**src/design/hdpc_pkg.sv**
```systemverilog
// hdpc_pkg: shared types, constants and the modular add for the path counter
// no dependencies; used by every other file of the block but hdpc_ram
`default_nettype none

package hdpc_pkg;

    // fixed field widths
    localparam int NODE_COUNT_W  = 11;
    localparam int PATH_LENGTH_W = 6;
    localparam int PATH_TOTAL_W  = 17;

    // modulus and register reset value
    localparam logic [PATH_TOTAL_W-1:0] PATH_MOD         = 17'd100003;
    localparam logic [NODE_COUNT_W-1:0] NODE_COUNT_RESET = 11'd1024;

    // sequencer states
    typedef enum logic [2:0] {
        S_IDLE,
        S_FILL,
        S_READ,
        S_WRITE,
        S_SUM,
        S_SUM_END
    } t_state;

    // accumulator control from the sequencer
    typedef struct packed {
        logic clear;
        logic add;
    } t_acc_ctrl;

    // sum of two residues, reduced once
    function automatic logic [PATH_TOTAL_W-1:0] add_mod(
        input logic [PATH_TOTAL_W-1:0] a,
        input logic [PATH_TOTAL_W-1:0] b
    );
        logic [PATH_TOTAL_W:0] s;
        s = {1'b0, a} + {1'b0, b};
        if (s >= {1'b0, PATH_MOD}) begin
            s = s - {1'b0, PATH_MOD};
        end
        return s[PATH_TOTAL_W-1:0];
    endfunction

endpackage

`default_nettype wire

```
**src/design/hdpc_accum.sv**
```systemverilog
// hdpc_accum: shared modular accumulator, adds one ram word per cycle while add is set
// depends on hdpc_pkg
`default_nettype none

module hdpc_accum (
    input  wire logic                                i_clk,
    input  wire logic                                i_rst_n,
    input  wire hdpc_pkg::t_acc_ctrl                 i_ctrl,
    input  wire logic [hdpc_pkg::PATH_TOTAL_W-1:0]   i_operand,
    output logic      [hdpc_pkg::PATH_TOTAL_W-1:0]   o_sum
);

    logic [hdpc_pkg::PATH_TOTAL_W-1:0] r_acc;
    logic [hdpc_pkg::PATH_TOTAL_W-1:0] n_acc;

    // value after this cycle's add, also seen by the sequencer
    always_comb begin
        if (i_ctrl.add) begin
            o_sum = hdpc_pkg::add_mod(r_acc, i_operand);
        end else begin
            o_sum = r_acc;
        end
    end

    // clear wins over add
    always_comb begin
        if (i_ctrl.clear) begin
            n_acc = '0;
        end else begin
            n_acc = o_sum;
        end
    end

    always_ff @(posedge i_clk) begin
        if (!i_rst_n) begin
            r_acc <= '0;
        end else begin
            r_acc <= n_acc;
        end
    end

endmodule

`default_nettype wire

```
**config.mk**
```make
export PLATFORM = sky130hd
export DESIGN_NAME = hdpc_accum
export DESIGN_NICKNAME = d
export VERILOG_FILES = /design/src/design/hdpc_pkg.sv /design/src/design/hdpc_accum.sv
export SDC_FILE = /design/constraint.sdc
export NUM_CORES = 1
export LEC_CHECK = 0
export BUFFER_PORTS_ARGS = -buffer_cell sky130_fd_sc_hd__clkbuf_2
export CAP_MARGIN = 0
export CORE_MARGIN = 3
export CORE_UTILIZATION = 48
export CTS_CLUSTER_SIZE = 30
export DETAILED_ROUTE_END_ITERATION = 8
export PLACE_DENSITY = 0.7
export SLEW_MARGIN = 15
export SYNTH_ARGS = -nofsm -noshare
export SYNTH_HDL_FRONTEND = slang
export SYNTH_SLANG_ARGS = --single-unit
```
**constraint.sdc**
```tcl
create_clock -name i_clk -period 4.6 [get_ports i_clk]
set_input_delay 0.69 -clock i_clk [delete_from_list [all_inputs] [get_ports i_clk]]
set_output_delay 0.69 -clock i_clk [all_outputs]
set_load 0.02 [all_outputs]
```
# Yosys cells after proc, flatten, opt, wreduce, memory -nomap -nowiden
# Cells that the tools add are included.
word_totals:
  register_bits: 17
  elab_cells: 8
op_classes:
  addsub: 2
  n_lt_le_gt_ge: 1
  muxes: 2
  n_bitwise: 1
  reduce_logical: 1
op_table:
  columns: ["cell", "n"]
  rows:
  - ["$mux 17", 2]
  - ["$add 17x17->18", 1]
  - ["$ge 18x17->1 const B", 1]
  - ["$sub 17x17->17 const B", 1]
  - ["$reduce_or 2->1", 1]
  - ["$not 1->1", 1]

# Depth between registers and ports, before layout
depth:
  ltp_word: 4
  mapped_depth: 14
  depth_no_buf: 13

# Worst setup path before layout
# OpenSTA, ideal clock, no wires.
synth_timing:
  path_kind: "input to output"
  start: "input i_operand[0] in the netlist's numbering"
  end: "output o_sum[5] in the netlist's numbering"
  arrival_time_ns: 3.800
  path_slack_ns: 0.110
  stages: 14
  cell_sequence: "ha_1 inv_1 fa_1 inv_1 ha_1 nor3b_1 mux2i_1 a21oi_1 o211ai_1 a2111o_1 a21oi_4 buf_8 o21ai_1 a31oi_1"
synth_between:
  elab_chain_cells: 4
  elab_cells_between_ends: 5
  classes_between: "2 x add/sub; 1 x order compare; 2 x mux"
synth_lines:
  columns: ["element", "line_no", "text"]
  rows:
  - ["start, declared", "hdpc_accum.sv:9", "input wire logic [hdpc_pkg::PATH_TOTAL_W-1:0] i_operand,"]
  - ["$add 17x17->18 (*)", "hdpc_pkg.sv:38", "s = {1'b0, a} + {1'b0, b};"]
  - ["$sub 17x17->17 or $ge 18x17->1 (tied branches)", "hdpc_pkg.sv:40, hdpc_pkg.sv:39", null]
  - ["$mux 17 (*)", "hdpc_pkg.sv:39", "if (s >= {1'b0, PATH_MOD}) begin"]
  - ["$mux 17 (*)", "hdpc_accum.sv:18", "if (i_ctrl.add) begin"]
  - ["end, declared", "hdpc_accum.sv:10", "output logic [hdpc_pkg::PATH_TOTAL_W-1:0] o_sum"]
# Mark *: on every way between the ends. The rest lies on a longest branch, timed or not.

# Final worst setup path
layout_timing:
  start: "input i_operand[5] in the netlist's numbering"
  end: "output o_sum[3] in the netlist's numbering"
layout_between:
  elab_chain_cells: 4
layout_lines:
  columns: ["element", "line_no"]
  rows:
  - ["$add 17x17->18", "hdpc_pkg.sv:38"]
  - ["$ge 18x17->1", "hdpc_pkg.sv:39"]
  - ["$mux 17", "hdpc_pkg.sv:39"]
  - ["$mux 17", "hdpc_accum.sv:18"]
# Every way passes these cells.

==> run metrics <==
total of max-cap violations=0; R2R depth=13; max_slew headroom=45.9%; core area=~0.0045 mm²; share of cells above drive strength 1=25.0%; fmax=between 200 and 250 MHz; Lkg Pwr=approximately 1.2 nW; Vias=about 2500; Synthesis Warnings=0; antenna violations before repair=0; final setup vio count=0; Arrival @ worst endpoint=about 3.8 ns; Buf/Inv on CP=3; row count=24; VDD IR max=~0.17 mV; Hold-fix buffers, CTS=0; Port Buffer Count=37; WL per Instance=between 15 and 20 µm; max reg flops=17; detailed placement HPWL=a little under 5 mm; skew final=roughly 0.0051 ns; Max stage delay on crit path=about 0.46 ns; Area Overhead vs Synth=19.2%; # DRC=0; flop2flop setup slack=1.23 ns; vias per cell=~6.3; critical path capture point type=output port; utilization after layout=around three fifths; vias in the first global route=approximately 2200; WHS Endpoint=r_acc[15]; Slew Limit Fails=0; Post-Synthesis Cells=slightly above 300; DRT Wirelength=about 6.6 mm; power density cells=336 mW/mm²; Startpoint Class=input port; status=finished, final reports clean; I/O pin count=38; crit path kind=input port to output port; Placer Congestion=0.866; CTS H-Tree Depth=1; post-synth top area share=between 10% and 20%; Crit path max-delay family=compound AO/OA/AOI/OAI gates; Die Span Y=75.6 µm; Cell Area, Synth=roughly 0.0023 mm²; Biggest register=r_acc; sequential area share after synthesis=14.7%; final net count=about 390; minimum clock period=~4.5 ns; Clock Sinks=17; crit path max fanout=5; biggest area consumer among synthesized cells=dfxtp_1; Clock Path Buffers=2; Hold Crit Class=flop to flop; Starting Density=~52%; clk root buf=clkbuf_8; GR Overflow Total=0; fin crit share=a little over nine tenths; Die ar.=0.00571 mm²; CP max-delay cell=a2111o_1; sequence of cells on the critical path=clkbuf_2 > ha_1 > o21a_1 > or2_4 > a41oi_2 > xnor2_1 > and2_4 > a2111o_1 > a21oi_4 > buf_12 > mux2_2 > nand2_1 > buf_4; syn_area_per_cell=~7.5 µm²; count of cell types in the netlist=64; measured slew at the worst slew-check pin=just over 0.8 ns; final hold viol count=0; Hold Path Cell Cnt=2; Post-synth EDFFs=0; RR Endpoint=r_acc[3]; Hold WS=0.505 ns; Iteration-0 DRC Markers=roughly 140; worst r2r src=r_acc[0]; CTS tree=done; insertion delay to the later sink of the worst-skew pair=~0.26 ns; Synth Net Count=~350; most frequent cells in the layout=clkbuf_2, nand2_1, a21oi_1; biggest regs=r_acc (17); hold path start=r_acc[15]; global-route wire length before repair=just over 10 mm; post-synthesis register bit count=17; most area-consuming cells after synthesis=dfxtp_1, ha_1, a21oi_1; ant diodes=0; Async S/R FF share, synth=0%; clock transition at the registers of the reported paths=0.08 ns; total track usage=between 20% and 30%; # fillers=404; DRT Pass-1 Iters=4; Num CTS Buffers=3; Synth Flop Type=dfxtp_1; antenna-violating nets left=0; commonest non-fill, non-tap cell in the layout=clkbuf_2; Die Width=75.6 µm; CP Data Required Time=slightly below 4 ns; setup TNS=0 ns; largest net degree at the start of global routing=34
power breakdown:
part	internal, mW	leakage (nW)	switching [mW]	total (mW)
logic	0.263	1.07	0.373	0.636
registers	0.161	0.139	0.0104	0.172
clock network	0.0618	0.0228	0.0619	0.124
cell usage after synthesis (3+ instances only):
cell and instances:
a211oi_1 8, a21o_1 8, a21oi_1 26, a221oi_1 3, a31oi_1 6, and2_1 9
and3_1 8, clkbuf_1 9, dfxtp_1 17, ha_1 18, inv_1 12, mux2_2 3
mux2i_1 8, nand2_1 28, nand3_1 11, nor2_1 22, nor2b_1 3, nor3_1 12
o211ai_2 3, o21a_1 8, o21ai_0 6, o21ai_1 4, o31a_1 3, o31ai_1 5
or3_1 9, xnor2_1 6, xor2_1 4
layer usage:
layer	global-route usage (%)	vias to the layer above	routed length, µm
li1	-	1266	-
met1	29.0	1166	2990
met2	39.9	72	3230
met3	2.90	8	263
met4	4.85	0	91
met5	0	-	0
through the flow:
stage	power, mW	setup slack, ns	cells	cell area (µm²)
2_1_floorplan	0.608	0.110	309	2320
3_3_place_gp	0.746	0.138	393	2580
3_5_place_dp	0.753	0.0860	393	2580
4_1_cts	0.877	0.0640	397	2630
5_1_grt	0.998	-0.0393	400	2770
6_report	0.932	0.123	400	2770
repair_timing:
| action | 4_1_cts | 5_1_grt |
|---|---|---|
| setup endpoints to repair | 0 | 15 |
| buffers inserted | 0 | 2 |
| resized for setup | 0 | 28 |
how the worst max path moves through the flow:
stage                            start        to  slack, ns  depth (start not counted)
after floorplan           i_operand[0]  o_sum[5]       0.11                         14
after global placement    i_operand[0]  o_sum[1]       0.14                         16
after detailed placement  i_operand[0]  o_sum[1]       0.09                         16
after CTS                 i_operand[0]  o_sum[1]       0.06                         16
after global routing      i_operand[2]  o_sum[3]      -0.04                         14
final                     i_operand[5]  o_sum[3]       0.12                         13
cell type report:
cell class	count	area, µm²	area share [%]
Sequential cell	17	340	12.3
Inverter	12	45.0	1.63
Multi-Input combinational cell	266	1960	70.7
Clock buffer	4	45.0	1.63
Timing Repair Buffer	49	317	11.4
Tap cell	52	65.1	2.35
worst register-to-register path: cells and delay by family, from the launching register on:
kind / cells / cell delay, ns
multiplexers: 2 / 0.50
buffers and inverters: 2 / 0.22
AND/OR/NAND/NOR: 2 / 0.41
adder cells (fa/ha/maj): 2 / 0.53
flip-flops: 1 / 0.35
AO/OA/AOI/OAI: 5 / 1.27
kinds of logic after synthesis:
group | synth area share [%]
muxes | 4.90
DFF | 14.7
AOI/OAI and AO/OA | 35.7
adders and majority gates | 10.6
xor gates and xnor gates | 3.77
buffers and inverters | 4.96
and+or+nand+nor | 25.5
Note: power is estimated with default switching activity, not from simulation.
