--- src/design/hdpc_pkg.sv ---
// hdpc_pkg: shared types, constants and the modular add for the path counter
// no dependencies; used by every other file of the block but hdpc_ram
`default_nettype none

package hdpc_pkg;

    // fixed field widths
    localparam int NODE_COUNT_W  = 11;
    localparam int PATH_LENGTH_W = 6;
    localparam int PATH_TOTAL_W  = 17;

    // modulus and register reset value
    localparam logic [PATH_TOTAL_W-1:0] PATH_MOD         = 17'd100003;
    localparam logic [NODE_COUNT_W-1:0] NODE_COUNT_RESET = 11'd1024;

    // sequencer states
    typedef enum logic [2:0] {
        S_IDLE,
        S_FILL,
        S_READ,
        S_WRITE,
        S_SUM,
        S_SUM_END
    } t_state;

    // accumulator control from the sequencer
    typedef struct packed {
        logic clear;
        logic add;
    } t_acc_ctrl;

    // sum of two residues, reduced once
    function automatic logic [PATH_TOTAL_W-1:0] add_mod(
        input logic [PATH_TOTAL_W-1:0] a,
        input logic [PATH_TOTAL_W-1:0] b
    );
        logic [PATH_TOTAL_W:0] s;
        s = {1'b0, a} + {1'b0, b};
        if (s >= {1'b0, PATH_MOD}) begin
            s = s - {1'b0, PATH_MOD};
        end
        return s[PATH_TOTAL_W-1:0];
    endfunction

endpackage

`default_nettype wire

--- src/design/hdpc_ctrl.sv ---
// hdpc_ctrl: sequencer for fill, update rounds and final sum over the count ram
// depends on hdpc_pkg; drives hdpc_ram and hdpc_accum through the top level
`default_nettype none

module hdpc_ctrl #(
    parameter int MAX_NODES  = 1024,
    parameter int MAX_LENGTH = 63
) (
    input  wire logic                                 i_clk,
    input  wire logic                                 i_rst_n,
    input  wire logic                                 start,
    input  wire logic [hdpc_pkg::PATH_LENGTH_W-1:0]   i_path_length,
    input  wire logic [hdpc_pkg::NODE_COUNT_W-1:0]    i_node_count,
    input  wire logic [hdpc_pkg::PATH_TOTAL_W-1:0]    i_sum,
    output logic                                      busy,
    output logic                                      o_we,
    output logic      [$clog2(MAX_NODES)-1:0]         o_waddr,
    output logic      [hdpc_pkg::PATH_TOTAL_W-1:0]    o_wdata,
    output logic                                      o_re,
    output logic      [$clog2(MAX_NODES)-1:0]         o_raddr,
    output hdpc_pkg::t_acc_ctrl                       o_acc,
    output logic                                      o_done,
    output logic      [hdpc_pkg::PATH_TOTAL_W-1:0]    o_path_total
);

    localparam int AW  = $clog2(MAX_NODES);
    localparam int CW  = $clog2(MAX_NODES + 1);
    localparam int KW  = $clog2(MAX_LENGTH + 1);
    localparam int BW  = AW;
    localparam int BIW = (BW > 1) ? $clog2(BW) : 1;

    hdpc_pkg::t_state r_state, n_state;
    logic [AW-1:0]  r_node, n_node;
    logic [BIW-1:0] r_bit, n_bit;
    logic [KW-1:0]  r_round, n_round;
    logic [CW-1:0]  r_n, n_n;
    logic [KW-1:0]  r_k, n_k;
    logic           r_pend, n_pend;
    logic           r_done, n_done;
    logic [hdpc_pkg::PATH_TOTAL_W-1:0] r_total, n_total;

    logic [CW-1:0] n_sat;
    logic [KW-1:0] k_sat;
    logic [AW-1:0] bit_mask;
    logic [AW-1:0] nbr;
    logic          nbr_ok;
    logic          node_last;
    logic          bit_last;
    logic          round_last;

    // saturate the query parameters
    always_comb begin
        if (32'(i_node_count) > 32'(MAX_NODES)) begin
            n_sat = CW'(MAX_NODES);
        end else begin
            n_sat = CW'(i_node_count);
        end
        if (32'(i_path_length) > 32'(MAX_LENGTH)) begin
            k_sat = KW'(MAX_LENGTH);
        end else begin
            k_sat = KW'(i_path_length);
        end
    end

    // neighbor address for the current bit
    assign bit_mask   = AW'(1) << r_bit;
    assign nbr        = r_node | bit_mask;
    assign nbr_ok     = ((r_node & bit_mask) == '0) && (CW'(nbr) < r_n);
    assign node_last  = (CW'(r_node) == (r_n - CW'(1)));
    assign bit_last   = (r_bit == BIW'(BW - 1));
    assign round_last = (r_round == (r_k - KW'(1)));

    // state register
    always_ff @(posedge i_clk) begin
        if (!i_rst_n) begin
            r_state <= hdpc_pkg::S_IDLE;
            r_node  <= '0;
            r_bit   <= '0;
            r_round <= '0;
            r_n     <= '0;
            r_k     <= '0;
            r_pend  <= 1'b0;
            r_done  <= 1'b0;
            r_total <= '0;
        end else begin
            r_state <= n_state;
            r_node  <= n_node;
            r_bit   <= n_bit;
            r_round <= n_round;
            r_n     <= n_n;
            r_k     <= n_k;
            r_pend  <= n_pend;
            r_done  <= n_done;
            r_total <= n_total;
        end
    end

    // next state and ram / accumulator control
    always_comb begin
        n_state   = r_state;
        n_node    = r_node;
        n_bit     = r_bit;
        n_round   = r_round;
        n_n       = r_n;
        n_k       = r_k;
        n_pend    = 1'b0;
        n_done    = 1'b0;
        n_total   = r_total;
        o_we      = 1'b0;
        o_waddr   = r_node;
        o_wdata   = i_sum;
        o_re      = 1'b0;
        o_raddr   = nbr;
        o_acc.add   = r_pend;
        o_acc.clear = 1'b0;
        case (r_state)
            hdpc_pkg::S_IDLE: begin
                if (start) begin
                    n_n     = n_sat;
                    n_k     = k_sat;
                    n_node  = '0;
                    n_bit   = '0;
                    n_round = '0;
                    if ((n_sat == '0) || (k_sat == '0)) begin
                        n_done  = 1'b1;
                        n_total = '0;
                    end else begin
                        n_state = hdpc_pkg::S_FILL;
                    end
                end
            end
            // every node starts at one
            hdpc_pkg::S_FILL: begin
                o_we    = 1'b1;
                o_wdata = hdpc_pkg::PATH_TOTAL_W'(1);
                if (node_last) begin
                    n_node  = '0;
                    n_state = hdpc_pkg::S_READ;
                end else begin
                    n_node = r_node + AW'(1);
                end
            end
            // at most one neighbor read per cycle
            hdpc_pkg::S_READ: begin
                o_re        = nbr_ok;
                n_pend      = nbr_ok;
                o_acc.clear = (r_bit == '0);
                if (bit_last) begin
                    n_bit   = '0;
                    n_state = hdpc_pkg::S_WRITE;
                end else begin
                    n_bit = r_bit + BIW'(1);
                end
            end
            // last read lands, node count written back in place
            hdpc_pkg::S_WRITE: begin
                o_we = 1'b1;
                if (node_last) begin
                    n_node = '0;
                    if (round_last) begin
                        n_state = hdpc_pkg::S_SUM;
                    end else begin
                        n_round = r_round + KW'(1);
                        n_state = hdpc_pkg::S_READ;
                    end
                end else begin
                    n_node  = r_node + AW'(1);
                    n_state = hdpc_pkg::S_READ;
                end
            end
            // total over all nodes
            hdpc_pkg::S_SUM: begin
                o_re        = 1'b1;
                o_raddr     = r_node;
                n_pend      = 1'b1;
                o_acc.clear = (r_node == '0);
                if (node_last) begin
                    n_state = hdpc_pkg::S_SUM_END;
                end else begin
                    n_node = r_node + AW'(1);
                end
            end
            hdpc_pkg::S_SUM_END: begin
                n_done  = 1'b1;
                n_total = i_sum;
                n_state = hdpc_pkg::S_IDLE;
            end
            default: begin
                n_state = hdpc_pkg::S_IDLE;
            end
        endcase
    end

    assign busy         = (r_state != hdpc_pkg::S_IDLE);
    assign o_done       = r_done;
    assign o_path_total = r_total;

endmodule

`default_nettype wire

--- config.mk ---
export PLATFORM = sky130hd
export DESIGN_NAME = hdpc_ctrl
export DESIGN_NICKNAME = d
export VERILOG_FILES = /design/src/design/hdpc_pkg.sv /design/src/design/hdpc_ctrl.sv
export SDC_FILE = /design/constraint.sdc
export NUM_CORES = 1
export LEC_CHECK = 0
export BUFFER_PORTS_ARGS = -buffer_cell sky130_fd_sc_hd__clkbuf_2
export CAP_MARGIN = 25
export CORE_ASPECT_RATIO = 1.25
export CORE_MARGIN = 4
export CORE_UTILIZATION = 50
export CTS_CLUSTER_DIAMETER = 50
export CTS_CLUSTER_SIZE = 30
export DETAILED_ROUTE_END_ITERATION = 12
export MAX_ROUTING_LAYER = met4
export PLACE_DENSITY = 0.74
export SLEW_MARGIN = 20
export SYNTH_ARGS = -nofsm -noshare
export SYNTH_HDL_FRONTEND = slang
export SYNTH_SLANG_ARGS = --single-unit
--- constraint.sdc ---
create_clock -name i_clk -period 7.6 [get_ports i_clk]
set_clock_uncertainty 0.15 [all_clocks]
set_input_delay 1.14 -clock i_clk [delete_from_list [all_inputs] [get_ports i_clk]]
set_output_delay 1.14 -clock i_clk [all_outputs]
set_load 0.005 [all_outputs]
### Word-level counts from Yosys, hierarchy flattened

Index checks and enable logic that the tools add are counted.

| word-level totals | value |
|---|---|
| word-level logic and storage cells | 87 |
| bits in registers | 59 |
| output and inout bits | 60 |

| cells by class | value |
|---|---|
| $lt $le $gt $ge | 2 |
| reduce and logical (&&, ||, !) cells | 20 |
| shift operators | 1 |
| muxes and demuxes | 31 |
| bitwise logic cells | 2 |
| equal/unequal tests | 17 |
| add/subtract/negate cells | 5 |

Operators with widths:

| kind | number |
|---|---|
| $mux 17 | 3 |
| $mux 10 | 4 |
| $pmux 17 s2 | 1 |
| $pmux 10 s3 | 1 |
| $mux 3 | 7 |
| $logic_not 10->1 | 2 |
| $mux 6 | 3 |
| $ne 2x2->1 const B | 9 |
| $pmux 3 s5 | 1 |
| $pmux 6 s2 | 1 |
| $eq 10x11->1 | 1 |
| $gt 11x11->1 const B | 1 |
| $logic_not 11->1 | 1 |
| $lt 10x11->1 | 1 |
| $mux 11 | 1 |
| $sub 11x1->11 const B | 1 |
| $add 10x1->10 const B | 1 |
| $and 10x10->10 | 1 |
| $or 10x10->10 | 1 |
| $shl 1x4->10 const A | 1 |
| $mux 4 | 2 |
| $pmux 4 s2 | 1 |
| $add 6x1->6 const B | 1 |
| $eq 3x2->1 const B | 2 |
| other kinds (20) | 30 |

### Depth between registers and ports, before layout

| depth | value |
|---|---|
| depth after elaboration | 7 |
| mapped depth | 12 |
| mapped depth without buffers | 11 |

### Worst setup path after synthesis

Ideal clock, no wire load.

| path | value |
|---|---|
| path type | register -> output |
| from | register r_bit[3] |
| to | output port o_re |
| data arrival time | 2.420 ns |
| buffers on the path | 1 |
| data required time | 6.310 ns |
| cell stages (with the launch flop) | 12 |
| setup slack | 3.890 ns |
| cell sequence | dfxtp_1 > clkbuf_1 > inv_1 > nor4_1 > or2_2 > ha_1 > and4b_1 > nand2_1 > o2111ai_1 > a2111oi_0 > o21ai_0 > o21ai_0 |

| on the way | value |
|---|---|
| word-level cells in the longest chain between the ends | 5 |
| elaborated cells on any way between the ends | 7 |

Ends and longest elaborated chain:

| element | RTL line | source |
|---|---|---|
| from (decl) | hdpc_ctrl.sv:34 | `logic [BIW-1:0] r_bit, n_bit;` |
| from (signal assigned) | hdpc_ctrl.sv:88 | `r_bit <= n_bit;` |
| $shl 1x4->10 * | hdpc_ctrl.sv:66 | `assign bit_mask = AW'(1) << r_bit;` |
| $or 10x10->10 / $and 10x10->10 (equally long branches) | hdpc_ctrl.sv:67, hdpc_ctrl.sv:68 |  |
| $lt 10x11->1 / $logic_not 10->1 (equally long branches) | hdpc_ctrl.sv:68 | `assign nbr_ok = ((r_node & bit_mask) == '0) && (CW'(nbr) < r_n);` |
| $logic_and 1x1->1 * | hdpc_ctrl.sv:68 |  |
| $pmux 1 s2 * | hdpc_ctrl.sv:116 | `case (r_state)` |
| to (decl) | hdpc_ctrl.sv:19 | `output logic o_re,` |

Mark *: on every way between the ends. The rest lies on a longest branch, timed or not.

### Final worst setup path

| path | value |
|---|---|
| from | register r_bit[2] |
| to | output port o_re |

Same word-level chain as after synthesis.

==> summary.md <==
| Metric | Value |
|---|---|
| Worst Hold Path EP | `r_k[4]` |
| Async set-reset flop share out of synthesis | `0%` |
| Worst Max-Slew Pin Slew | `between 0.7 and 0.8 ns` |
| Largest net degree at the start of global routing | `36` |
| Initial antenna violation count | `0` |
| Cell mode on critical path | `o21ai_0` |
| Die width | `86.56 µm` |
| Diodes inserted | `0` |
| Ys Warns | `0` |
| Synth top area cells | `dfxtp_1 (31%), ha_1 (5.2%), nand2_1 (5.0%)` |
| Num CTS Buffers | `9` |
| Crit-path max cell delay | `0.66 ns` |
| Slowest CP cell | `dfxtp_1` |
| Synth Flop Type | `dfxtp_1` |
| Yosys top cell area share | `roughly 31%` |
| Hold-critical path depth | `2` |
| Max_slew headroom | `51.05%` |
| RSZ-0062 raised after global routing | `no` |
| Vias per Instance | `approximately 5.8` |
| Vias in the first global route | `roughly 3700` |
| Total grt overflow | `0` |
| Die area | `9193 µm²` |
| Routed Wire Length | `between 10 and 15 mm` |
| Starting Density | `between 50 and 60%` |
| Fin. Hold Viols | `0` |
| Max frequency | `between 200 and 250 MHz` |
| Worst IR drop on VDD | `approximately 0.000095 V` |
| Largest delay share family, worst path | `simple AND/OR/NAND/NOR gates` |
| Layout Area Growth over Synthesis | `17.84%` |
| Reg2reg setup slack | `~4.4 ns` |
| 1st-iter DRT viols | `about 290` |
| Total number of vias | `3910` |
| Max_cap viols | `0` |
| Largest area contributor in the netlist | `dfxtp_1` |
| DP HPWL | `approximately 8 mm` |
| Per-cell routed wire length | `between 15 and 20 µm` |
| Max clock buf depth | `2` |
| Boundary Pins | `between 90 and 100` |
| Synthesis-stage register bit count | `59` |
| Fin cells | `670` |
| # clock sinks | `59` |
| Rows | `35` |
| CTS-repair resized insts | `0` |
| Post-Syn Area per Cell | `7.824 µm²` |
| Worst Path Buf+Inv | `1` |
| Most frequent cells in the layout | `clkbuf_2 (96), dfxtp_1 (59), nand2_1 (51), nor2_1 (48), a21oi_1 (32)` |
| Worst r2r dst | `r_pend` |
| TritonRoute pass-1 iters | `6` |
| Share of layout cells above drive strength 1 | `around a quarter` |
| Final count of negative-setup-slack endpoints | `0` |
| DRT antenna net count | `0` |
| Clock Latency Late Sink | `around 0.33 ns` |
| CTS tree | `yes` |
| Setup TNS | `0 ns` |
| Yosys cell types | `68` |
| Status | `finished clean` |
| GRT Total Usage | `roughly a quarter` |
| Sequential area share after synthesis | `slightly above 30%` |
| Mapped Cells | `493` |
| Worst-path fanout max | `16` |
| Commonest non-fill, non-tap cell in the layout | `clkbuf_2` |
| Crit end category | `output pin` |
| R2R Path Start | `r_bit[2]` |
| Number of synthesized flops with an enable pin | `0` |
| DRC viols | `0` |
| Critical hold path startpoint | `r_k[4]` |
| Clk slew on worst S/H paths | `approximately 0.070 ns` |
| # nets final | `626` |
| Post-CTS Setup Inserts | `0` |
| CP Launch Type | `flop` |
| First-pass GRT wire length | `17.42 mm` |
| GP Congestion | `0.8882` |
| Critical path type | `reg -> out` |
| Power Dens Cells | `about 160 nW/µm²` |
| DP Cell Count | `~650` |
| Total chip power | `0.7133 mW` |
| Fin crit share | `around three fifths` |
| Path depth of the worst reg2reg path | `11` |
| Core Region | `roughly 7400 µm²` |
| Post-Synthesis Net Count | `between 500 and 600` |
| Pleak | `1.953 nW` |
| Syn Std Cell Area | `between 3000 and 4000 µm²` |
| HP Class | `reg -> reg` |
| CP cell instances | `nor2_1 -> and3_1 -> or2_2 -> ha_1 -> and4b_1 -> nand2_1 -> o2111ai_1 -> a2111oi_0 -> o21ai_0 -> o21ai_0 -> clkbuf_2` |
| Slew Limit Fails | `0` |
| Crit path DAT | `about 3.4 ns` |
| # H-tree levels | `3` |
| IO buf count | `between 90 and 100` |
| WP data required | `6.31 ns` |
| Die Y | `106.2 µm` |
| Cts hold-fix bufs | `0` |
| CTS root buf | `clkbuf_8` |
| Final Critical Period | `roughly 4.6 ns` |
## Yosys cell counts (12+ instances only)
cell      number
dfxtp_1       59
nand2_1       51
nor2_1        48
a21oi_1       32
inv_1         25
nor2b_1       24
clkbuf_1      23
a22oi_1       22
ha_1          16
o21ai_0       15
nand3_1       13
a21o_1        12
xnor2_1       12
## final cells by class
| cell class | count | area [µm²] |
|---|---|---|
| fill | 686 | 2899 |
| multi-input combinational | 378 | 2451 |
| sequential | 59 | 1181 |
| clock buffer | 11 | 131.4 |
| inverter | 26 | 97.59 |
| clock inverter | 5 | 62.56 |
| timing repair buffer | 99 | 506.7 |
| tap | 92 | 115.1 |
## flip-flops by register name (all words and copies together) (netlist names)
name          cells
r_pend            1
r_k               6
r_state           3
r_round           6
r_bit             4
o_done            1
o_waddr          10
o_path_total     17
r_n              11
## metal layers
layer / share of wire (%) / track usage, % / routed length [µm] / vias to the layer above
li1: - / - / - / 1920
met1: 41 / 28.49 / 4270 / 1823
met2: 51 / 40.04 / 5303 / 144
met3: 6.2 / 3.798 / 651 / 23
met4: 2.6 / 10.02 / 270 / 0
met5: 0 / - / 0 / -
## per-stage QoR
step | setup slack, ns | cell area (µm²) | hold slack, ns | utilization, %
after CTS | 2.989 | 4546 | 0.3409 | 61.06
after global routing | 2.687 | 4546 | 0.3661 | 61.06
after global placement | 3.456 | 4340 | 0.3235 | 58.30
final | 2.955 | 4546 | 0.3388 | 61.06
after floorplan | 3.890 | 3857 | 0.3053 | -
after detailed placement | 3.364 | 4352 | 0.3303 | 58.45
## power by group
part	total (mW)	switching (mW)	internal [mW]
combinational	0.106	0.0591	0.0474
sequential	0.326	0.0107	0.315
clock	0.281	0.128	0.153
## cells by family after synthesis
| group | Yosys count | share of synthesized area, % |
|---|---|---|
| xor gates and xnor gates | 18 | 4.087 |
| and+or+nand+nor | 211 | 29.45 |
| DFF | 59 | 30.62 |
| muxes | 6 | 1.589 |
| buffers and inverters | 56 | 5.838 |
| AOI/OAI and AO/OA | 127 | 23.22 |
| adders and majority gates | 16 | 5.190 |
## worst register-to-register path: stages (launching register included)
cell and delay, ns:
dfxtp_1 0.66, nor2_1 0.13, and3_1 0.26, or2_2 0.29
ha_1 0.30, and4b_1 0.23, nand2_1 0.07, o2111ai_1 0.10
a2111oi_0 0.38, o21ai_0 0.13, o21ai_0 0.29, and2_1 0.17
## how the worst max path moves through the flow
stage / depth (start not counted) / startpoint / slack, ns / to
6_report: 11 / r_bit[2] / 2.96 / o_re
5_1_grt: 11 / r_bit[2] / 2.69 / o_re
4_1_cts: 11 / r_bit[2] / 2.99 / o_re
3_5_place_dp: 11 / r_bit[2] / 3.36 / o_re
3_3_place_gp: 11 / r_bit[2] / 3.46 / o_re
2_1_floorplan: 11 / r_bit[3] / 3.89 / o_re
(Power assumes the default switching activity.)
